File: config.mk
export PLATFORM = sky130hd
export DESIGN_NAME = pidhtc_cfg
export DESIGN_NICKNAME = d
export VERILOG_FILES = /design/src/design/pidhtc_pkg.sv /design/src/design/pidhtc_cfg.sv
export SDC_FILE = /design/constraint.sdc
export NUM_CORES = 1
export LEC_CHECK = 0
export BUFFER_PORTS_ARGS = -buffer_cell sky130_fd_sc_hd__buf_2
export CAP_MARGIN = 10
export CORE_MARGIN = 8
export CORE_UTILIZATION = 46
export CTS_BUF_LIST = sky130_fd_sc_hd__clkbuf_16
export CTS_CLUSTER_SIZE = 10
export DETAILED_ROUTE_END_ITERATION = 12
export GPL_ROUTABILITY_DRIVEN = 0
export HOLD_SLACK_MARGIN = 0.08
export PLACE_DENSITY_LB_ADDON = 0.08
export SLEW_MARGIN = 0
export SYNTH_ARGS = -nofsm -noshare
export SYNTH_HDL_FRONTEND = slang
export SYNTH_SLANG_ARGS = --single-unit
File: constraint.sdc
create_clock -name clk -period 1.34 [get_ports clk]
set_input_delay 0.134 -clock clk [delete_from_list [all_inputs] [get_ports clk]]
set_output_delay 0.134 -clock clk [all_outputs]
set_load 0.02 [all_outputs]
File: src/design/pidhtc_pkg.sv
`timescale 1ns / 1ps

package pidhtc_pkg;

  // heading and speed constants, 1/16 degree and Q2.14
  localparam int HALF_TURN    = 2880;
  localparam int FULL_TURN    = 5760;
  localparam int INTEG_WINDOW = 800;
  localparam int FLOOR_MIN    = 2867;
  localparam int FULL_SPEED   = 16384;

  // configuration register reset values
  localparam logic [11:0] TOL_RESET   = 12'd32;
  localparam logic [14:0] CEIL_RESET  = 15'd16384;
  localparam logic [14:0] FLOOR_RESET = 15'd2867;

  typedef enum logic [0:0] {
    OP_SAMPLE = 1'b0,
    OP_START  = 1'b1
  } opcode_t;

  typedef enum logic [2:0] {
    CFG_PROP_GAIN   = 3'd0,
    CFG_INTEG_GAIN  = 3'd1,
    CFG_DERIV_GAIN  = 3'd2,
    CFG_SETTLE_TOL  = 3'd3,
    CFG_SPEED_CEIL  = 3'd4,
    CFG_SPEED_FLOOR = 3'd5
  } cfg_idx_t;

  typedef struct packed {
    opcode_t            opcode;
    logic signed [15:0] heading;
    logic signed [15:0] target_angle;
  } sample_t;

  typedef struct packed {
    logic signed [15:0] drive_speed;
    logic               done_res;
  } result_t;

  typedef struct packed {
    logic [15:0] prop_gain;
    logic [15:0] integ_gain;
    logic [15:0] deriv_gain;
    logic [11:0] settle_tolerance;
    logic [14:0] speed_ceiling;
    logic [14:0] speed_floor;
  } cfg_t;

  // step stage result: error terms for the products
  typedef struct packed {
    logic               done;
    logic signed [23:0] err;
    logic signed [31:0] accum;
    logic signed [24:0] deriv;
  } step_t;

  // product stage result
  typedef struct packed {
    logic               done;
    logic signed [40:0] p_prop;
    logic signed [48:0] p_integ;
    logic signed [41:0] p_deriv;
  } prod_t;

  function automatic logic signed [23:0] sat24(input logic signed [24:0] v);
    logic signed [23:0] r;
    if (v[24] != v[23]) begin
      r = v[24] ? 24'sh800000 : 24'sh7FFFFF;
    end else begin
      r = v[23:0];
    end
    return r;
  endfunction

  function automatic logic signed [31:0] sat32(input logic signed [32:0] v);
    logic signed [31:0] r;
    if (v[32] != v[31]) begin
      r = v[32] ? 32'sh80000000 : 32'sh7FFFFFFF;
    end else begin
      r = v[31:0];
    end
    return r;
  endfunction

endpackage

File: src/design/pidhtc_cfg.sv
`timescale 1ns / 1ps

module pidhtc_cfg import pidhtc_pkg::*; (
  input  logic        clk,
  input  logic        rst,
  input  logic        cfg_we,
  input  logic [2:0]  cfg_index,
  input  logic [15:0] cfg_data,
  output cfg_t        cfg
);

  // register file; the user must write it only while the block is idle, the block does not enforce this
  always_ff @(posedge clk) begin
    if (rst) begin
      cfg.prop_gain        <= '0;
      cfg.integ_gain       <= '0;
      cfg.deriv_gain       <= '0;
      cfg.settle_tolerance <= TOL_RESET;
      cfg.speed_ceiling    <= CEIL_RESET;
      cfg.speed_floor      <= FLOOR_RESET;
    end else if (cfg_we) begin
      unique case (cfg_idx_t'(cfg_index))
        CFG_PROP_GAIN:   cfg.prop_gain        <= cfg_data;
        CFG_INTEG_GAIN:  cfg.integ_gain       <= cfg_data;
        CFG_DERIV_GAIN:  cfg.deriv_gain       <= cfg_data;
        CFG_SETTLE_TOL:  cfg.settle_tolerance <= cfg_data[11:0];
        CFG_SPEED_CEIL:  cfg.speed_ceiling    <= cfg_data[14:0];
        CFG_SPEED_FLOOR: cfg.speed_floor      <= cfg_data[14:0];
        default: ;
      endcase
    end
  end

endmodule

# After elaboration in Yosys (flattened, before gate mapping)
# Cells that the tools add are included.
[classes]
reduce_logical = 7
n_eq_ne = 5
[ops]
columns = ["op", "count"]
rows = [
  ["$reduce_and A2 Y1", 6],
  ["$eq A3 B2 Y1 const B", 2],
  ["$eq A3 B3 Y1 const B", 2],
  ["$eq A3 B1 Y1 const B", 1],
  ["$logic_not A3 Y1", 1],
]
[word_totals]
output_inout_bits = 90
ff_bits = 90
in_bits = 22
word_cells = 18

# Depth between registers and ports, before layout
[logic_depth]
depth_word = 2
ltp_mapped = 5
mapped_depth_nobuf = 2

# Worst setup path before layout
# No wires, ideal clock.
[synth_timing]
path_kind = "input to register"
from = "input port cfg_index[0]"
to = "register cfg[80] in the netlist's numbering"
arrival_ps = 1153
setup_slack_ps = 63
setup_ps = 124
cell_stages = 5
cell_sequence = "buf_4 > or4b_4 > buf_6 > buf_12 > mux2i_1"
[synth_via]
elab_chain_len = 2
[synth_lines]
columns = ["item", "line", "text"]
rows = [
  ["from (decl)", "pidhtc_cfg.sv:7", "input logic [2:0] cfg_index,"],
  ["$logic_not A3 Y1", "pidhtc_cfg.sv:22", "unique case (cfg_idx_t'(cfg_index))"],
  ["$reduce_and A2 Y1 (no line)", "--", ""],
  ["to (decl)", "pidhtc_cfg.sv:9", "output cfg_t cfg"],
]
# Every way passes these cells.
# A chain may end at the register's enable or synchronous reset.

# Final worst setup path
[layout_timing]
from = "register cfg[5] in the netlist's numbering"
to = "output port cfg[5] in the netlist's numbering"
# No word-level cell between the ends.

==> results.py <==
metrics = {
    "timing": {
        "timing.fmax_ghz": 0.9914,
        "worstMarginPinSlew_ps": 344.4,
        "period_needed_ps": 1009,
        "clock-skew-final_ps": 0,
        "holdWs_ps": 87.86,
        "relSlewSlack_pct": 77.04,
        "drv_slew": 0,
        "tns_ps": 0,
        "grt_setup_unrepaired": "false",
        "finalHoldViolations": 0,
        "setup_viol": 0,
        "finalCritPeriodShare_pct": 75.27,
    },
    "final_layout": {
        "regArea_um2": 1802,
        "antenna_cells": 0,
        "instances_no_fill": 548,
        "largest_reg_flops": 90,
        "final_area_um2": 4607,
        "syn2layout_area_growth_pct": 27.05,
        "reg_top3": "cfg (90)",
        "top_register": "cfg",
        "nets": 463,
        "nFillCells": 679,
        "layout-drive-gt1-share_pct": 31.39,
        "final_util_pct": 59.93,
        "multi_input_area_um2": 1679,
    },
    "setup_path": {
        "rr_endpoint": "cfg[5]",
        "end_kind": "output pin",
        "critPathMaxStageDelay_ps": 360,
        "cp.depth": 1,
        "critPathTopFamily": "flip-flops",
        "crit_slowest_cell": "dfxtp_1",
        "critPathRequiredTime_ps": 1210,
        "cp_num_buf_inv": 1,
        "cp_max_fo": 2,
        "r2r_slack_ps": 700,
        "reg2reg_depth": 2,
        "critical_path_arrival_ps": 870,
        "reg2reg_from": "cfg[5]",
        "start_kind": "flop",
        "crit_chain": "buf_2",
        "criticalPathCategory": "reg2out",
    },
    "clock_tree": {
        "cts_root_buf": "clkbuf_16",
        "path_clk_slew_ps": 60,
        "cts-buffers-inserted": 9,
        "cts_tree": "built",
        "clk_latency_ps": 330,
        "clockBufferDepth": 2,
        "cts_setup_buffers": 0,
        "clock-sinks": 90,
        "h-tree-depth": 3,
    },
    "route": {
        "drcViolationCount": 0,
        "routed_wl_um": 8877,
        "num_vias": 2610,
        "drt_pass1_iterations": 4,
        "wl_per_cell_um": 16.20,
        "antenna_left": 0,
        "viasPerCell": 4.763,
        "drt_iter0_markers": 125,
    },
    "global_routing": {
        "grt_usage_pct": 16.22,
        "grt_use_met3_pct": 6.511,
        "use_met1_pct": 21.08,
        "grt_start_max_net_pins": 53,
        "antenna_found_initial": 0,
        "grt_overflow": 0,
        "top_usage_layer": "met2",
        "grt_pass1_vias": 2719,
        "grt_use_met2_pct": 23.98,
        "grt_pass1_wl_um": 14500,
    },
    "synthesis": {
        "netlist_instances": 329,
        "ys_ff_latch": 90,
        "ys_types": 15,
        "synth_area_um2": 3626,
        "yosysSeqAreaShare_pct": 49.69,
        "syn_area_per_cell_um2": 11.02,
        "ys_warn_count": 0,
        "syn_nets": 351,
    },
    "outcome": {
        "outcome": "completed",
    },
    "floorplan": {
        "core-area_um2": 7687,
        "ioPinCount": 112,
        "die_h_um": 104.8,
        "fp-row-count": 32,
        "die_area_um2": 10980,
        "start_util_pct": 47.17,
        "die_width_um": 104.8,
    },
    "placement": {
        "dp_hpwl_um": 6388,
        "dpl.cell_count": 528,
        "placed_cell_area_um2": 4279,
        "port_buffers": 111,
    },
    "power_and_ir_drop": {
        "powerDensity_nw_per_um2": 1231,
        "p_leak_nw": 2.392,
        "irDropWorstVdd_mv": 0.5869,
    },
    "min_path": {
        "hold_end": "cfg[11]",
        "min_path_type": "in2reg",
        "min-delay-start": "cfg_data[11]",
        "holdPathStages": 3,
    },
    "job": {
        "cap_violations": 0,
    },
}
==> routing by layer <==
metal | vias to the layer above | part of all wire (%)
met5 | - | 0
met4 | 0 | 0.87
met3 | 6 | 7.2
met2 | 74 | 44
met1 | 1222 | 48
li1 | 1308 | -
==> logic make-up (layout without fill, tap and decap cells) <==
family        after synthesis  after routing  synth area share (%)
mux                        90             90                 24.84
flops                      90             90                 49.69
simple gates              123            123                 21.46
buf+inv                    26            143                 4.003
==> stage by stage <==
step	power (mW)	worst slack (ps)
floorplan	3.132	63.05
global placement	3.298	109.2
detailed placement	3.302	86.93
CTS	5.733	325.2
global route	5.909	299.1
finish	5.672	331.3
==> final cells by class <==
cell class	instances	share of cell area, %
Sequential cell	90	39.11
Multi-Input combinational cell	213	36.45
Timing Repair Buffer	127	15.43
Clock buffer	9	4.889
Tap cell	102	2.770
Clock inverter	7	1.358
==> synth_stat cells (all sizes together) <==
library cell  number  area share (%)
and4b              1            0.31
and4bb             1            0.45
buf               12             2.6
clkbuf            14             1.4
dfxtp             90              50
mux2i             90              25
nand2b            97              17
nand4b             2            0.48
nand4bb            3            0.93
nor2              17             1.8
nor4b              1            0.41
or4b               1            0.38
==> cells in the final DEF (no fill, tap or decap) <==
cell	instances
nand4bb_1	3
clkinvlp_4	1
or4b_4	1
mux2i_1	90
and4b_2	1
inv_1	2
and4bb_4	1
dlygate4sd3_1	4
clkinv_1	1
buf_12	2
nand2b_1	97
nor4b_2	1
buf_4	10
clkinv_2	1
nand4b_1	2
nor2_1	17
dfxtp_1	90
bufinv_16	1
clkbuf_16	9
clkinv_4	1
buf_2	111
==> repair_timing <==
item / 4_1_cts / 5_1_grt
hold buffers: 4 / 0
endpoints found under the hold margin: 4 / 0
endpoints found under the setup margin: 0 / 0
gates resized for setup: 0 / 0
==> worst max-delay path by stage <==
stage,startpoint,to
2_1_floorplan,cfg_index[0],cfg[80]
3_3_place_gp,cfg_index[1],cfg[80]
3_5_place_dp,cfg_index[1],cfg[84]
4_1_cts,cfg[66],cfg[66]
5_1_grt,cfg[5],cfg[5]
6_report,cfg[5],cfg[5]
==> report_power, final <==
group	internal (mW)	switching (mW)	total [mW]
logic	0.209	0.271	0.480
clock network	1.42	1.00	2.43
registers	2.73	0.0313	2.77
total	4.37	1.30	5.67
(Power assumes the default switching activity.)
