**config.mk**
```make
export PLATFORM = sky130hd
export DESIGN_NAME = pidhtc_mult
export DESIGN_NICKNAME = d
export VERILOG_FILES = /design/src/design/pidhtc_pkg.sv /design/src/design/pidhtc_mult.sv
export SDC_FILE = /design/constraint.sdc
export NUM_CORES = 2
export LEC_CHECK = 0
export ABC_AREA = 1
export BUFFER_PORTS_ARGS = -buffer_cell sky130_fd_sc_hd__buf_2
export CAP_MARGIN = 40
export CORE_ASPECT_RATIO = 1.2
export CORE_MARGIN = 2
export CORE_UTILIZATION = 55
export CTS_BUF_LIST = sky130_fd_sc_hd__clkbuf_16
export CTS_CLUSTER_DIAMETER = 200
export DETAILED_ROUTE_END_ITERATION = 7
export PLACE_DENSITY = 0.83
export SYNTH_ARGS = -nofsm -noshare
export SYNTH_HDL_FRONTEND = slang
export SYNTH_SLANG_ARGS = --single-unit
```
**constraint.sdc**
```tcl
create_clock -name clk -period 15.9 [get_ports clk]
set_input_delay 3.18 -clock clk [delete_from_list [all_inputs] [get_ports clk]]
set_output_delay 3.18 -clock clk [all_outputs]
set_load 0.02 [all_outputs]
```
**src/design/pidhtc_pkg.sv**
```systemverilog
`timescale 1ns / 1ps

package pidhtc_pkg;

  // heading and speed constants, 1/16 degree and Q2.14
  localparam int HALF_TURN    = 2880;
  localparam int FULL_TURN    = 5760;
  localparam int INTEG_WINDOW = 800;
  localparam int FLOOR_MIN    = 2867;
  localparam int FULL_SPEED   = 16384;

  // configuration register reset values
  localparam logic [11:0] TOL_RESET   = 12'd32;
  localparam logic [14:0] CEIL_RESET  = 15'd16384;
  localparam logic [14:0] FLOOR_RESET = 15'd2867;

  typedef enum logic [0:0] {
    OP_SAMPLE = 1'b0,
    OP_START  = 1'b1
  } opcode_t;

  typedef enum logic [2:0] {
    CFG_PROP_GAIN   = 3'd0,
    CFG_INTEG_GAIN  = 3'd1,
    CFG_DERIV_GAIN  = 3'd2,
    CFG_SETTLE_TOL  = 3'd3,
    CFG_SPEED_CEIL  = 3'd4,
    CFG_SPEED_FLOOR = 3'd5
  } cfg_idx_t;

  typedef struct packed {
    opcode_t            opcode;
    logic signed [15:0] heading;
    logic signed [15:0] target_angle;
  } sample_t;

  typedef struct packed {
    logic signed [15:0] drive_speed;
    logic               done_res;
  } result_t;

  typedef struct packed {
    logic [15:0] prop_gain;
    logic [15:0] integ_gain;
    logic [15:0] deriv_gain;
    logic [11:0] settle_tolerance;
    logic [14:0] speed_ceiling;
    logic [14:0] speed_floor;
  } cfg_t;

  // step stage result: error terms for the products
  typedef struct packed {
    logic               done;
    logic signed [23:0] err;
    logic signed [31:0] accum;
    logic signed [24:0] deriv;
  } step_t;

  // product stage result
  typedef struct packed {
    logic               done;
    logic signed [40:0] p_prop;
    logic signed [48:0] p_integ;
    logic signed [41:0] p_deriv;
  } prod_t;

  function automatic logic signed [23:0] sat24(input logic signed [24:0] v);
    logic signed [23:0] r;
    if (v[24] != v[23]) begin
      r = v[24] ? 24'sh800000 : 24'sh7FFFFF;
    end else begin
      r = v[23:0];
    end
    return r;
  endfunction

  function automatic logic signed [31:0] sat32(input logic signed [32:0] v);
    logic signed [31:0] r;
    if (v[32] != v[31]) begin
      r = v[32] ? 32'sh80000000 : 32'sh7FFFFFFF;
    end else begin
      r = v[31:0];
    end
    return r;
  endfunction

endpackage

```
**src/design/pidhtc_mult.sv**
```systemverilog
`timescale 1ns / 1ps

module pidhtc_mult import pidhtc_pkg::*; (
  input  logic  clk,
  input  logic  rst,
  input  cfg_t  cfg,
  input  logic  step_valid,
  input  step_t step,
  input  logic  take,
  output logic  ready,
  output logic  prod_valid,
  output prod_t prod
);

  logic signed [16:0] kp;
  logic signed [16:0] ki;
  logic signed [16:0] kd;

  assign ready = !prod_valid || take;

  // gains are unsigned Q8.8, widened to signed operands
  assign kp = $signed({1'b0, cfg.prop_gain});
  assign ki = $signed({1'b0, cfg.integ_gain});
  assign kd = $signed({1'b0, cfg.deriv_gain});

  always_ff @(posedge clk) begin
    if (rst) begin
      prod_valid <= 1'b0;
    end else if (ready) begin
      prod_valid <= step_valid;
    end
  end

  // three parallel products
  always_ff @(posedge clk) begin
    if (ready && step_valid) begin
      prod.done    <= step.done;
      prod.p_prop  <= step.err * kp;
      prod.p_integ <= step.accum * ki;
      prod.p_deriv <= step.deriv * kd;
    end
  end

endmodule

```
Word-level counts from Yosys, hierarchy flattened

Index checks and enable logic that the tools add are counted.

Register bits after elaboration: 134
Bits in latches: 0
Bits in writable memories: 0
ROM bits: 0
Input port bits: 176
Output and inout bits: 135
Logic and storage cells: 11
Memories: 0

Add/sub/neg operators: 0
Multiply operators: 3
Div/mod/pow operators: 0
$lt $le $gt $ge: 0
Eq/ne operators: 0
Shifts and indexed selects: 0
Muxes and demuxes: 0
Bitwise logic cells: 0
Reductions and logical operators: 3

Operators with widths:

| operator                     | count |
|---|---|
| multiplier 32 x 17 -> 49 bit | 1 |
| multiplier 25 x 17 -> 42 bit | 1 |
| multiplier 24 x 17 -> 41 bit | 1 |
| logical AND 1 bit            | 1 |
| logical NOT 1 bit            | 1 |
| logical OR 1 bit             | 1 |

Logic depth before layout (Yosys ltp)

Depth after elaboration: 3
Gate-level depth with buffers: 29

Least setup slack after synthesis

OpenSTA, ideal clock, no wires.

Kind: input-to-reg
Start: input port step_valid
End: register prod[0] in the netlist's numbering, enable pin
Setup time: 0.670 ns
Arrival time: 9.624 ns
Required time: 15.230 ns
Slack: 5.607 ns
Stages: 2
Path buffers: 0
Cells stage by stage: inv_1 -> a21oi_1

Word-level cells in the longest chain between the ends: 1

RTL lines:

| item              | RTL line          | text |
|---|---|---|
| start, declared   | pidhtc_mult.sv:7  | `input logic step_valid,` |
| logical AND 1 bit | pidhtc_mult.sv:36 | `if (ready && step_valid) begin` |
| end, declared     | pidhtc_mult.sv:12 | `output prod_t prod` |

Every way passes these cells.
A chain may end at the register's enable or synchronous reset.

Final worst setup path

Start: input port cfg[44] in the netlist's numbering
End: register prod[41] in the netlist's numbering (data pin)

Word-level cells in the longest chain between the ends: 1

RTL lines:

| item                         | RTL line          | text |
|---|---|---|
| start, declared              | pidhtc_mult.sv:6  | `input cfg_t cfg,` |
| multiplier 25 x 17 -> 42 bit | pidhtc_mult.sv:40 | `prod.p_deriv <= step.deriv * kd;` |

Every way passes these cells.

==> out/metrics.csv <==
metric;value;unit
warnings from Yosys;0;
final HPWL from detailed placement;121;mm
first-pass GRT wire length;244;mm
Std-Cell Rows;127;
vias in the first global route;49300;
CTS-repair resized insts;0;
Syn Area/Cell;7.58;µm²
Die Wd;293;µm
hold depth;2;
Port Buffers;268;
CP arrival;9.30;ns
CTS tree;done;
largest net degree at the start of global routing;133;
Syn-to-layout area delta;4.62;%
Wirelength per Cell;17.2;µm
Via Count;44900;
Die Span Y;351;µm
Critical Path RT;16.13;ns
Final Max Tran Viols;0;
postcts setup bufs;0;
Routed WL;148;mm
post-cts hold buffer count;0;
critical path endpoint category;flop;
Worst-path clk slew;0.07;ns
R2R Path Start;prod_valid$_SDFFE_PP0N_;
Worst R2R Path Depth;2;
Avg Vias per Cell;5.21;
Die Area;103000;µm²
H-tree depth;4;
# IOs;311;
Root Driver;clkbuf_16;
clock skew;0.0332;ns
Post-Syn Instances;7287;
clock latency on the worst-skew pair;0.51;ns
worst-margin pin slew;0.883;ns
Simple-Gate Fraction of Synth Area;18.7;%
gr usage total;30.2;%
largest family of logic cells by synthesized area;adder cells;
RR Endpoint;prod[70]$_DFFE_PP_;
min-delay src;prod_valid$_SDFFE_PP0N_;
Max Fanout on Critical Path;25;
hold path endpoint;prod_valid$_SDFFE_PP0N_;
post-synthesis sequential area ratio;7.27;%
final hold vios;0;
outcome;finished, final reports clean;
Core Area;99800;µm²
Fillers;8671;
post-synthesis cell area;55200;µm²
DRT iter0 DRCs;3303;
Sink Count;134;
ys async rst share;0;%
HP Class;flop to flop;
reg-to-reg slack, setup;14.22;ns
TNS Setup;0;ns
number of flops mapped to enable cells by yosys;133;
crit start category;input port;
XOR/XNOR Fraction of Synth Area;1.14;%
max_cap viols;0;
Post-synth top flop;edfxtp_1;
Tmin final;9.07;ns
layout cells sized above 1;5.19;%
DRT Pass-1 Iters;7;
CTS Buf Count;17;
antenna violations before repair;9;
GRT Residual Overflow;0;
post-synthesis mux area share;0;%
Post-Synth Adder-Cell Area;52.8;%
final setup fails;0;
Final Wtd Congestion;0.992;
Layout Nets;9045;
post-synthesis compound-gate area fraction;1.41;%
DRT antenna net count;0;
syn nets;9041;
upper clock frequency limit;110;MHz
DRC Markers;0;
fin crit share;57.0;%
Starting Density;55.4;%
number of synthesized register bits;134;
Clock Tree Buf Depth;2;
Yosys cell types;34;
unrepaired setup endpoints after global routing;false;
slew margin rel.;41.1;%
Setup CP Type;input port to flop;
## layout make-up
cell class / count / area [µm²] / area share, %
multi-input combinational: 4410 / 40900 / 70.8
antenna: 8 / 20.0 / 0.0346
clock buffer: 17 / 425 / 0.736
clock inverter: 15 / 163 / 0.281
inverter: 2453 / 9210 / 15.9
sequential: 134 / 4010 / 6.94
tap: 1290 / 1610 / 2.79
timing repair buffer: 275 / 1410 / 2.43
## flip-flops by register name (all words and copies together), names as in the netlist
register / cells
prod_valid: 1
prod: 133
## how the worst max path moves through the flow
stage	from	to	slack (ns)
final	cfg[44]	prod[41]$_DFFE_PP_	6.83
after global routing	cfg[60]	prod[88]$_DFFE_PP_	6.55
after CTS	cfg[60]	prod[88]$_DFFE_PP_	6.88
after detailed placement	cfg[60]	prod[88]$_DFFE_PP_	6.36
after global placement	cfg[60]	prod[88]$_DFFE_PP_	6.42
after floorplan	step_valid	prod[0]$_DFFE_PP_	5.61
## per-stage QoR
stage / area, µm² / util (%) / setup WS [ns] / hold slack [ns] / instances
final: 57800 / 57.9 / 6.83 / 0.559 / 8602
after global routing: 57800 / 57.9 / 6.55 / 0.596 / 8599
after global placement: 57200 / 57.3 / 6.42 / 0.507 / 8562
after floorplan: 55200 / - / 5.61 / 0.705 / 7287
after CTS: 57800 / 57.9 / 6.88 / 0.558 / 8594
after detailed placement: 57200 / 57.3 / 6.36 / 0.549 / 8562
## placed cells by master (no fill, tap or decap), types with 4 or more instances in the layout
cell	synthesis	routed
a21o_1	5	5
a21oi_1	82	81
a21oi_2	5	5
buf_2	0	268
buf_4	0	6
clkbuf_16	0	17
diode_2	0	8
edfxtp_1	133	133
fa_1	1257	1257
ha_1	321	321
inv_1	2443	2443
inv_2	9	9
inv_6	0	4
inv_8	0	4
nand2_1	2177	2177
nand2_2	18	18
nand3_1	134	134
nand3_2	6	6
nand3b_1	8	8
nand4_1	26	26
nor2_1	215	215
nor2_2	20	20
nor2_4	4	4
nor3_1	12	12
nor3_2	6	6
o21ai_0	11	11
o21bai_1	22	22
xnor2_1	14	14
xor2_1	58	58
## cell families after synthesis
| group | Yosys count |
|---|---|
| buffers and inverters | 2743 |
| AO/OA/AOI/OAI | 132 |
| adder cells (fa/ha/maj) | 1578 |
| AND/OR/NAND/NOR | 2628 |
| flip-flops | 134 |
| XOR/XNOR | 72 |
## per-layer routing
layer | vias up | track usage (%) | part of all wire [%]
li1 | 20000 | - | -
met1 | 22000 | 35.1 | 35
met2 | 2166 | 54.4 | 51
met3 | 616 | 4.47 | 7.8
met4 | 6 | 15.0 | 5.3
met5 | - | 0 | 0.047
## synthesized netlist by cell type, types with 2 or more instances
cell type / number / area share [%]
a21o_1: 5 / 0.068
a21oi_1: 82 / 0.74
a21oi_2: 5 / 0.079
clkbuf_1: 290 / 2.0
edfxtp_1: 133 / 7.2
fa_1: 1257 / 46
ha_1: 321 / 7.3
inv_1: 2443 / 17
inv_2: 9 / 0.061
nand2_1: 2177 / 15
nand2_2: 18 / 0.20
nand3_1: 134 / 1.2
nand3_2: 6 / 0.11
nand3b_1: 8 / 0.11
nand4_1: 26 / 0.29
nor2_1: 215 / 1.5
nor2_2: 20 / 0.23
nor2_4: 4 / 0.082
nor3_1: 12 / 0.11
nor3_2: 6 / 0.11
o211ai_2: 2 / 0.045
o21ai_0: 11 / 0.10
o21bai_1: 22 / 0.30
xnor2_1: 14 / 0.22
xor2_1: 58 / 0.92
## critical path: stages
cell and delay [ns]:
buf_2 0.56, nand2_1 0.22, fa_1 0.65, inv_1 0.14, fa_1 0.83, fa_1 0.53, inv_1 0.17, fa_1 0.46
fa_1 0.49, fa_1 0.50, inv_1 0.05, ha_1 0.35, inv_1 0.10, nor3_1 0.32, nand2_1 0.14, nor2_1 0.15
nand4_1 0.20, nand4_1 0.16, nand2_1 0.08
Power is left out: the tool's default activity adds up to more than one toggle a clock period on the data nets, which glitch-free logic cannot reach.
