<file path="config.mk">
export PLATFORM = sky130hd
export DESIGN_NAME = pidhtc_step
export DESIGN_NICKNAME = d
export VERILOG_FILES = /design/src/design/pidhtc_pkg.sv /design/src/design/pidhtc_step.sv
export SDC_FILE = /design/constraint.sdc
export NUM_CORES = 1
export LEC_CHECK = 0
export ABC_CLOCK_PERIOD_IN_PS = 17710
export BUFFER_PORTS_ARGS = -buffer_cell sky130_fd_sc_hd__buf_4
export CORE_MARGIN = 1
export CORE_UTILIZATION = 30
export CTS_CLUSTER_SIZE = 30
export DETAILED_ROUTE_END_ITERATION = 12
export PLACE_DENSITY = 0.54
export SLEW_MARGIN = 10
export SYNTH_ARGS = -nofsm -noshare
export SYNTH_HDL_FRONTEND = slang
export SYNTH_SLANG_ARGS = --single-unit
</file>
<file path="constraint.sdc">
create_clock -name clk -period 17.71 [get_ports clk]
set_clock_uncertainty 0.15 [all_clocks]
set_input_delay 1.771 -clock clk [delete_from_list [all_inputs] [get_ports clk]]
set_output_delay 1.771 -clock clk [all_outputs]
set_load 0.05 [all_outputs]
</file>
<file path="src/design/pidhtc_pkg.sv">
`timescale 1ns / 1ps

package pidhtc_pkg;

  // heading and speed constants, 1/16 degree and Q2.14
  localparam int HALF_TURN    = 2880;
  localparam int FULL_TURN    = 5760;
  localparam int INTEG_WINDOW = 800;
  localparam int FLOOR_MIN    = 2867;
  localparam int FULL_SPEED   = 16384;

  // configuration register reset values
  localparam logic [11:0] TOL_RESET   = 12'd32;
  localparam logic [14:0] CEIL_RESET  = 15'd16384;
  localparam logic [14:0] FLOOR_RESET = 15'd2867;

  typedef enum logic [0:0] {
    OP_SAMPLE = 1'b0,
    OP_START  = 1'b1
  } opcode_t;

  typedef enum logic [2:0] {
    CFG_PROP_GAIN   = 3'd0,
    CFG_INTEG_GAIN  = 3'd1,
    CFG_DERIV_GAIN  = 3'd2,
    CFG_SETTLE_TOL  = 3'd3,
    CFG_SPEED_CEIL  = 3'd4,
    CFG_SPEED_FLOOR = 3'd5
  } cfg_idx_t;

  typedef struct packed {
    opcode_t            opcode;
    logic signed [15:0] heading;
    logic signed [15:0] target_angle;
  } sample_t;

  typedef struct packed {
    logic signed [15:0] drive_speed;
    logic               done_res;
  } result_t;

  typedef struct packed {
    logic [15:0] prop_gain;
    logic [15:0] integ_gain;
    logic [15:0] deriv_gain;
    logic [11:0] settle_tolerance;
    logic [14:0] speed_ceiling;
    logic [14:0] speed_floor;
  } cfg_t;

  // step stage result: error terms for the products
  typedef struct packed {
    logic               done;
    logic signed [23:0] err;
    logic signed [31:0] accum;
    logic signed [24:0] deriv;
  } step_t;

  // product stage result
  typedef struct packed {
    logic               done;
    logic signed [40:0] p_prop;
    logic signed [48:0] p_integ;
    logic signed [41:0] p_deriv;
  } prod_t;

  function automatic logic signed [23:0] sat24(input logic signed [24:0] v);
    logic signed [23:0] r;
    if (v[24] != v[23]) begin
      r = v[24] ? 24'sh800000 : 24'sh7FFFFF;
    end else begin
      r = v[23:0];
    end
    return r;
  endfunction

  function automatic logic signed [31:0] sat32(input logic signed [32:0] v);
    logic signed [31:0] r;
    if (v[32] != v[31]) begin
      r = v[32] ? 32'sh80000000 : 32'sh7FFFFFFF;
    end else begin
      r = v[31:0];
    end
    return r;
  endfunction

endpackage

</file>
<file path="src/design/pidhtc_step.sv">
`timescale 1ns / 1ps

module pidhtc_step import pidhtc_pkg::*; (
  input  logic    clk,
  input  logic    rst,
  input  cfg_t    cfg,
  input  logic    sample_valid,
  input  sample_t sample,
  output logic    sample_stall,
  input  logic    take,
  output logic    ready,
  output logic    step_valid,
  output step_t   step
);

  // input register
  logic    in_valid;
  sample_t in_q;
  logic    in_ready;
  logic    adv;

  // controller state; the oldest error needed is hist_b (it becomes the third entry)
  logic signed [23:0] goal;
  logic signed [15:0] prev_heading;
  logic signed [23:0] prev_error;
  logic signed [23:0] hist_a;
  logic signed [23:0] hist_b;
  logic [1:0]         hist_fill;
  logic signed [31:0] accum;
  logic               settled;

  // state after an optional start
  logic signed [23:0] g0;
  logic signed [15:0] ph0;
  logic signed [23:0] pe0;
  logic signed [23:0] ha0;
  logic signed [23:0] hb0;
  logic [1:0]         fill0;
  logic signed [31:0] acc0;
  logic               set0;
  logic signed [16:0] start_err;

  // step results
  logic signed [17:0] hd18;
  logic signed [17:0] ph18;
  logic signed [23:0] hd24;
  logic signed [23:0] ph24;
  logic signed [23:0] goal_next;
  logic signed [23:0] err;
  logic signed [24:0] deriv;
  logic [23:0]        err_mag;
  logic signed [24:0] settle_diff;
  logic [24:0]        settle_mag;
  logic signed [31:0] accum_next;
  logic               settle_hit;
  logic [1:0]         fill_next;

  // handshake chain
  assign ready        = !step_valid || take;
  assign in_ready     = !in_valid || ready;
  assign sample_stall = !in_ready;
  assign adv          = in_valid && ready;

  always_ff @(posedge clk) begin
    if (rst) begin
      in_valid <= 1'b0;
    end else if (in_ready) begin
      in_valid <= sample_valid;
    end
  end

  always_ff @(posedge clk) begin
    if (in_ready && sample_valid) begin
      in_q <= sample;
    end
  end

  // start request loads target and clears history
  always_comb begin
    start_err = {in_q.target_angle[15], in_q.target_angle}
              - {in_q.heading[15], in_q.heading};
    if (in_q.opcode == OP_START) begin
      g0    = {{8{in_q.target_angle[15]}}, in_q.target_angle};
      ph0   = in_q.heading;
      pe0   = {{7{start_err[16]}}, start_err};
      ha0   = '0;
      hb0   = '0;
      fill0 = '0;
      acc0  = '0;
      set0  = 1'b0;
    end else begin
      g0    = goal;
      ph0   = prev_heading;
      pe0   = prev_error;
      ha0   = hist_a;
      hb0   = hist_b;
      fill0 = hist_fill;
      acc0  = accum;
      set0  = settled;
    end
  end

  // goal wrap, error, derivative, integral and settle test
  always_comb begin
    hd18 = {{2{in_q.heading[15]}}, in_q.heading};
    ph18 = {{2{ph0[15]}}, ph0};
    hd24 = {{8{in_q.heading[15]}}, in_q.heading};
    ph24 = {{8{ph0[15]}}, ph0};

    if ((hd18 + 18'(HALF_TURN) < ph18) && (g0 > ph24)) begin
      goal_next = sat24({g0[23], g0} - 25'(FULL_TURN));
    end else if ((hd18 - 18'(HALF_TURN) > ph18) && (g0 < ph24)) begin
      goal_next = sat24({g0[23], g0} + 25'(FULL_TURN));
    end else begin
      goal_next = g0;
    end

    err     = sat24({goal_next[23], goal_next} - {hd24[23], hd24});
    deriv   = {pe0[23], pe0} - {err[23], err};
    err_mag = err[23] ? 24'(-err) : 24'(err);

    if (cfg.integ_gain == '0) begin
      accum_next = acc0;
    end else if (err_mag < 24'(INTEG_WINDOW)) begin
      accum_next = sat32({acc0[31], acc0} + {{9{err[23]}}, err});
    end else begin
      accum_next = '0;
    end

    fill_next   = (fill0 == 2'd3) ? fill0 : fill0 + 2'd1;
    settle_diff = {hb0[23], hb0} - {err[23], err};
    settle_mag  = settle_diff[24] ? 25'(-settle_diff) : 25'(settle_diff);
    settle_hit  = (fill0 >= 2'd2)
               && (settle_mag <= {13'b0, cfg.settle_tolerance})
               && (err_mag <= {11'b0, cfg.settle_tolerance, 1'b0});
  end

  // state update, once per request leaving the input register
  always_ff @(posedge clk) begin
    if (rst) begin
      goal         <= '0;
      prev_heading <= '0;
      prev_error   <= '0;
      hist_a       <= '0;
      hist_b       <= '0;
      hist_fill    <= '0;
      accum        <= '0;
      settled      <= 1'b0;
    end else if (adv) begin
      if (set0) begin
        goal         <= g0;
        prev_heading <= ph0;
        prev_error   <= pe0;
        hist_a       <= ha0;
        hist_b       <= hb0;
        hist_fill    <= fill0;
        accum        <= acc0;
        settled      <= 1'b1;
      end else begin
        goal         <= goal_next;
        prev_heading <= in_q.heading;
        prev_error   <= err;
        hist_a       <= pe0;
        hist_b       <= ha0;
        hist_fill    <= fill_next;
        accum        <= accum_next;
        settled      <= settle_hit;
      end
    end
  end

  // step output register
  always_ff @(posedge clk) begin
    if (rst) begin
      step_valid <= 1'b0;
    end else if (ready) begin
      step_valid <= in_valid;
    end
  end

  always_ff @(posedge clk) begin
    if (adv) begin
      step.done  <= set0 || settle_hit;
      step.err   <= err;
      step.accum <= accum_next;
      step.deriv <= deriv;
    end
  end

endmodule

</file>
; Word level (Yosys, flattened, before mapping)
; Cells that the tools add are included.
[op_classes]
n_lt_le_gt_ge = 8
n_mux = 31
n_addsub = 12
n_reduce_logical = 13
eq_ne = 5
[ops]
columns = operator, n
row1 = 24-bit two-way mux, 17
row2 = 32-bit two-way mux, 6
row3 = 24-bit by 24-bit subtractor with 25-bit output, 2
row4 = 32-bit by 24-bit adder with 33-bit output, 1
row5 = 16-bit two-way mux, 2
row6 = "24-bit by 14-bit adder with 25-bit output, second input constant", 1
row7 = 25-bit by 12-bit less-or-equal comparator with 1-bit output, 1
row8 = 25-bit two-way mux, 1
row9 = 25-bit negation, 1
row10 = "24-bit by 14-bit subtractor with 25-bit output, second input constant", 1
row11 = 24-bit by 16-bit subtractor with 25-bit output, 1
row12 = 24-bit by 16-bit greater-than comparator with 1-bit output, 1
row13 = 24-bit by 13-bit less-or-equal comparator with 1-bit output, 1
row14 = "24-bit by 10-bit < comparator with 1-bit output, second input constant", 1
row15 = 24-bit by 16-bit < comparator with 1-bit output, 1
row16 = 24-bit negation, 1
row17 = "16-bit by 13-bit adder with 17-bit output, second input constant", 1
row18 = 17-bit by 16-bit greater-than comparator with 1-bit output, 1
row19 = 17-bit by 16-bit < comparator with 1-bit output, 1
row20 = "16-bit by 13-bit subtractor with 17-bit output, second input constant", 1
row21 = 16-bit by 16-bit subtractor with 17-bit output, 1
row22 = 16-bit zero test, 1
row23 = 1-bit logical AND, 6
row24 = 2-bit two-way mux, 3
row25 = other kinds (7), 15
[totals]
in_bits = 127
regBits = 264

; Logic depth before layout (Yosys ltp)
[depth]
depth_word = 16
ltp_mapped = 64
depth_no_buf = 54

; Worst setup path before layout
; No wires, ideal clock.
[synth_path]
path_type = register to register
startpoint = register in_q[32] (netlist bit)
endpoint = register step[81] (netlist bit), data pin
setup_slack_ns = 4.202
path_buffers = 12
stages_incl_launch_ff = 62
t_arrival_ns = 13.229
cell_sequence = edfxtp_1 buf_2 clkbuf_1 clkbuf_1 buf_1 clkbuf_1 clkbuf_1 mux2i_1 ha_1 and4_1 nand4_1 nor4_1 o21ai_1 nand3_1 o21bai_1 or4b_1 clkbuf_1 nor2_1 [26 not listed] nand4_1 nand3_1 o21ba_2 o22ai_1 clkbuf_1 o21ai_0 xnor2_1 ha_1 a21oi_1 a21boi_0 a2111oi_0 o21ai_0 o2111ai_1 a21oi_1 nor4_1 nand4_1 a2111oi_2 a31o_2
[synth_via]
elab_chain_cells = 16
[synth_lines]
columns = item, line
row1 = start: declaration, pidhtc_step.sv:18  ; sample_t in_q;
row2 = start signal: assignment, pidhtc_step.sv:74  ; in_q <= sample;
row3 = 24-bit two-way mux, pidhtc_step.sv:82  ; if (in_q.opcode == OP_START) begin
row4 = 24-bit by 14-bit adder with 25-bit output, pidhtc_step.sv:113  ; goal_next = sat24({g0[23], g0} + 25'(FULL_TURN));
row5 = 24-bit two-way mux / 1-bit != test (equally long branches), "pidhtc_pkg.sv:70, pidhtc_pkg.sv:69"
row6 = 24-bit two-way mux, pidhtc_pkg.sv:69  ; if (v[24] != v[23]) begin
row7 = 24-bit two-way mux, pidhtc_step.sv:112  ; end else if ((hd18 - 18'(HALF_TURN) > ph18) && (g0 < ph24)) begin
row8 = 24-bit two-way mux (*), pidhtc_step.sv:110  ; if ((hd18 + 18'(HALF_TURN) < ph18) && (g0 > ph24)) begin
row9 = 24-bit by 16-bit subtractor with 25-bit output (*), pidhtc_step.sv:118  ; err = sat24({goal_next[23], goal_next} - {hd24[23], hd24});
row10 = 24-bit two-way mux / 1-bit != test (equally long branches), "pidhtc_pkg.sv:70, pidhtc_pkg.sv:69"
row11 = 24-bit two-way mux (*), pidhtc_pkg.sv:69
row12 = named net err[0], pidhtc_step.sv:49  ; logic signed [23:0] err;
row13 = 24-bit by 24-bit subtractor with 25-bit output, pidhtc_step.sv:131  ; settle_diff = {hb0[23], hb0} - {err[23], err};
row14 = 25-bit negation, pidhtc_step.sv:132  ; settle_mag = settle_diff[24] ? 25'(-settle_diff) : 25'(settle_diff);
row15 = 25-bit two-way mux, pidhtc_step.sv:132
row16 = 25-bit by 12-bit less-or-equal comparator with 1-bit output, pidhtc_step.sv:134  ; && (settle_mag <= {13'b0, cfg.settle_tolerance})
row17 = 1-bit logical AND, pidhtc_step.sv:134
row18 = 1-bit logical AND (*), pidhtc_step.sv:135  ; && (err_mag <= {11'b0, cfg.settle_tolerance, 1'b0});
row19 = 1-bit logical OR (*), pidhtc_step.sv:183  ; step.done <= set0 || settle_hit;
row20 = end: declaration, pidhtc_step.sv:13  ; output step_t step
; The timed path passes the listed nets; every way through them passes the cells marked *.
; A chain may end at the register's enable or synchronous reset.

; Worst setup path in the final report
[layout_path]
startpoint = register in_q[32] (netlist bit)
endpoint = register step[81] (netlist bit), data pin
[layout_via]
elab_chain_cells = 16
[layout_lines]
columns = item, line
row1 = 24-bit two-way mux, pidhtc_step.sv:82
row2 = 24-bit by 14-bit adder with 25-bit output, pidhtc_step.sv:113
row3 = 24-bit two-way mux / 1-bit != test (equally long branches), "pidhtc_pkg.sv:70, pidhtc_pkg.sv:69"
row4 = 24-bit two-way mux, pidhtc_pkg.sv:69
row5 = 24-bit two-way mux, pidhtc_step.sv:112
row6 = 24-bit two-way mux, pidhtc_step.sv:110
row7 = 24-bit by 16-bit subtractor with 25-bit output, pidhtc_step.sv:118
row8 = 24-bit two-way mux / 1-bit != test (equally long branches), "pidhtc_pkg.sv:70, pidhtc_pkg.sv:69"
row9 = 24-bit two-way mux, pidhtc_pkg.sv:69
row10 = 24-bit by 24-bit subtractor with 25-bit output, pidhtc_step.sv:131
row11 = 25-bit negation, pidhtc_step.sv:132
row12 = 25-bit two-way mux, pidhtc_step.sv:132
row13 = 25-bit by 12-bit less-or-equal comparator with 1-bit output, pidhtc_step.sv:134
row14 = 1-bit logical AND, pidhtc_step.sv:134
row15 = 1-bit logical AND, pidhtc_step.sv:135
row16 = 1-bit logical OR (*), pidhtc_step.sv:183
; Mark *: on every way between the ends. The rest lies on a longest branch, timed or not.

==> flow_summary.toml <==
[run_status]
status = "finished, final reports clean"

[worst_setup_path]
end_kind = "register"
cp_slowest_cell = "a2111oi_1"
crit_type = "register to register"
critPathArrivalTime_ns = 14.75
crit_top_cell = "a21oi_1"
crit_path_max_incr_delay_ns = 1.06
worstPathRequired_ns = 17.98
cp_max_fo = 75
startpoint_type = "register"

[layout]
n_antenna_cell = 0
fillers = 7504
seq_area_mm2 = 0.00644
drive_above_1_share = 0.122
postLayoutCellArea_mm2 = 0.0250
area_growth_pct = 15.5
nNetsFinal = 3064
multi_input_area_mm2 = 0.0143

[clocking]
numCtsBuffers = 36
clk_latency_ns = 0.55
cts_sinks = 264
cts_setup_buffers = 0
cts_tree = "yes"
cts_root_buf = "clkbuf_16"
clkTransAtPathRegs_ns = 0.06
cts-resized-gates = 0
h-tree-depth = 2
cts_buffer_depth = 3
hold_buffers = 0

[power_and_ir_drop]
clockPowerShare = 0.159
p_seq_frac = 0.173
power.leakage_nw = 10.2
intPower_mw = 2.27
power.switching_mw = 2.36
p_comb_frac = 0.668
power.share.switching = 0.509
power.density_mw_per_mm2 = 185
vdd_drop_max_uv = 79.9

[grt]
grt_pass1_vias = 18800
grt.total_usage = 0.182
grt_pass1_wl_um = 107000
gr-total-overflow = 0
antenna_found_initial = 1
grt_max_degree = 76

[place]
place_area_mm2 = 0.0238
routabilityCongestion = 0.870
dp_hpwl_um = 51300
place_ws_ns = 3.39
io_buffers = 149

[synthesis]
yosysSeqAreaShare = 0.297
synth-edff-count = 115
ys_ff_latch = 264
ys.flop_type = "dfxtp_1"
ys_types = 95
synth_cells = 2627
synth_fp_nets = 2962
synth_area_per_cell_um2 = 8.24
yosys_warnings = 0
synth_area_mm2 = 0.0216
synth-async-reset-ratio = 0

[floorplanning]
placeableCoreArea_mm2 = 0.0715
io-pin-count = 212
design.die.area_mm2 = 0.0732
start_util = 0.303
die_width_um = 271
dieHeight_um = 271
rows = 98

[sta]
slew_violations = 0
hold_viol_final = 0
tightest_slew_ns = 1.13
slew_headroom = 0.242
fmax_mhz = 69.1
finalHoldWorstSlack_ns = 0.303
rsz0062_at_grt = "false"
setup_slack_ns = 3.23
layout_worst_path_cycle_share = 0.818
tns_ns = 0
setup_viol = 0
layout_min_cycle_time_ns = 14.48

[detailed_routing]
remaining_drc_errors = 0
drt-initial-drc-count = 1453
vias = 19900
firstDrtPassIters = 5
avgViaCountPerCell = 5.38
ant_nets = 0
routedWlPerCell_um = 18.4
totalWireLength_um = 68100

[min_path]
hold_class = "register to register"

[flow_run]
cap_viol_max_count = 0
[final cells by class]
cell class / instances / share of cell area
Clock buffer: 48 / 0.0399
Clock inverter: 18 / 0.00766
Inverter: 125 / 0.0189
Multi-Input combinational cell: 2116 / 0.572
Sequential cell: 264 / 0.258
Tap cell: 950 / 0.0476
Timing Repair Buffer: 186 / 0.0564
[power by group through the flow]
stage / clock [mW] / sequential, mW / combinational, mW
6_report: 0.735 / 0.802 / 3.10
2_1_floorplan: 0 / 0.975 / 1.98
3_5_place_dp: 0 / 0.816 / 3.05
5_1_grt: 0.778 / 0.810 / 3.37
4_1_cts: 0.754 / 0.804 / 3.07
3_3_place_gp: 0 / 0.816 / 3.05
[final timing paths]
path | start | endpoint | slack [ns] | cells after the start
setup / recovery | in_q[32] | step[81] | 3.23 | 49
hold / removal | prev_heading[3] | prev_heading[3] | 0.30 | 2
setup reg to reg | in_q[32] | step[81] | 3.23 | 49
hold reg to reg | prev_heading[3] | prev_heading[3] | 0.30 | 2
[metal layers]
metal	up-vias	track usage	wire [um]
li1	9902	-	-
met3	87	0.0257	3740
met1	9390	0.244	31200
met4	2	0.0546	1730
met5	-	0	10
met2	546	0.300	31500
[registers in the layout, indices dropped and copies added, names as in the netlist]
signal	flops
step	82
prev_heading	16
prev_error	24
accum	32
step_valid	1
in_q	17
settled	1
in_valid	1
hist_b	24
hist_a	24
goal	24
hd18	16
hist_fill	2
[cells in the final DEF, fill, tap and decap left out, drive strengths merged, types with 28 or more instances in the layout]
cell type,count
a211oi,56
a21o,55
a21oi,195
buf,186
clkbuf,48
dfxtp,149
edfxtp,115
ha,203
inv,127
mux2i,28
nand2,245
nand3,59
nand4,29
nor2,302
nor2b,87
nor3,49
o21a,43
o21ai,160
o31ai,51
xnor2,91
xor2,29
[critical path: cells and delay by family (launching register included)]
family | cells | cell delay (ns)
AOI/OAI and AO/OA | 29 | 7.66
xor gates and xnor gates | 2 | 0.34
adders and majority gates | 5 | 2.08
buffers and inverters | 3 | 1.12
DFF | 1 | 0.40
muxes | 1 | 0.48
and+or+nand+nor | 9 | 2.03
[cell usage after synthesis (29+ instances only)]
library cell | count | area [um^2]
dfxtp_1 | 149 | 2980
ha_1 | 203 | 2540
edfxtp_1 | 115 | 3450
o21a_1 | 43 | 323
xnor2_1 | 91 | 797
a21o_1 | 55 | 413
nand3_1 | 59 | 295
a21oi_1 | 194 | 971
nand2_1 | 245 | 920
o31ai_1 | 31 | 233
xor2_1 | 29 | 254
clkbuf_1 | 100 | 375
inv_1 | 123 | 462
nand4_1 | 29 | 181
a211oi_1 | 53 | 398
nor2_1 | 300 | 1130
nor3_1 | 49 | 245
nor2b_1 | 87 | 544
o21ai_0 | 150 | 751
[stage by stage]
stage	total power, mW	util	instances
3_5_place_dp	3.87	0.333	3641
3_3_place_gp	3.87	0.333	3641
2_1_floorplan	2.96	-	2627
4_1_cts	4.63	0.350	3707
6_report	4.63	0.350	3707
5_1_grt	4.96	0.350	3707
[cells by family after synthesis]
group	Yosys count	share of synthesized area
mux	50	0.0244
simple gates	936	0.208
flops	264	0.297
compound gates	802	0.254
buf+inv	247	0.0450
xor+xnor	120	0.0486
fa+ha+maj	208	0.122
Note: power is estimated with default switching activity, not from simulation.
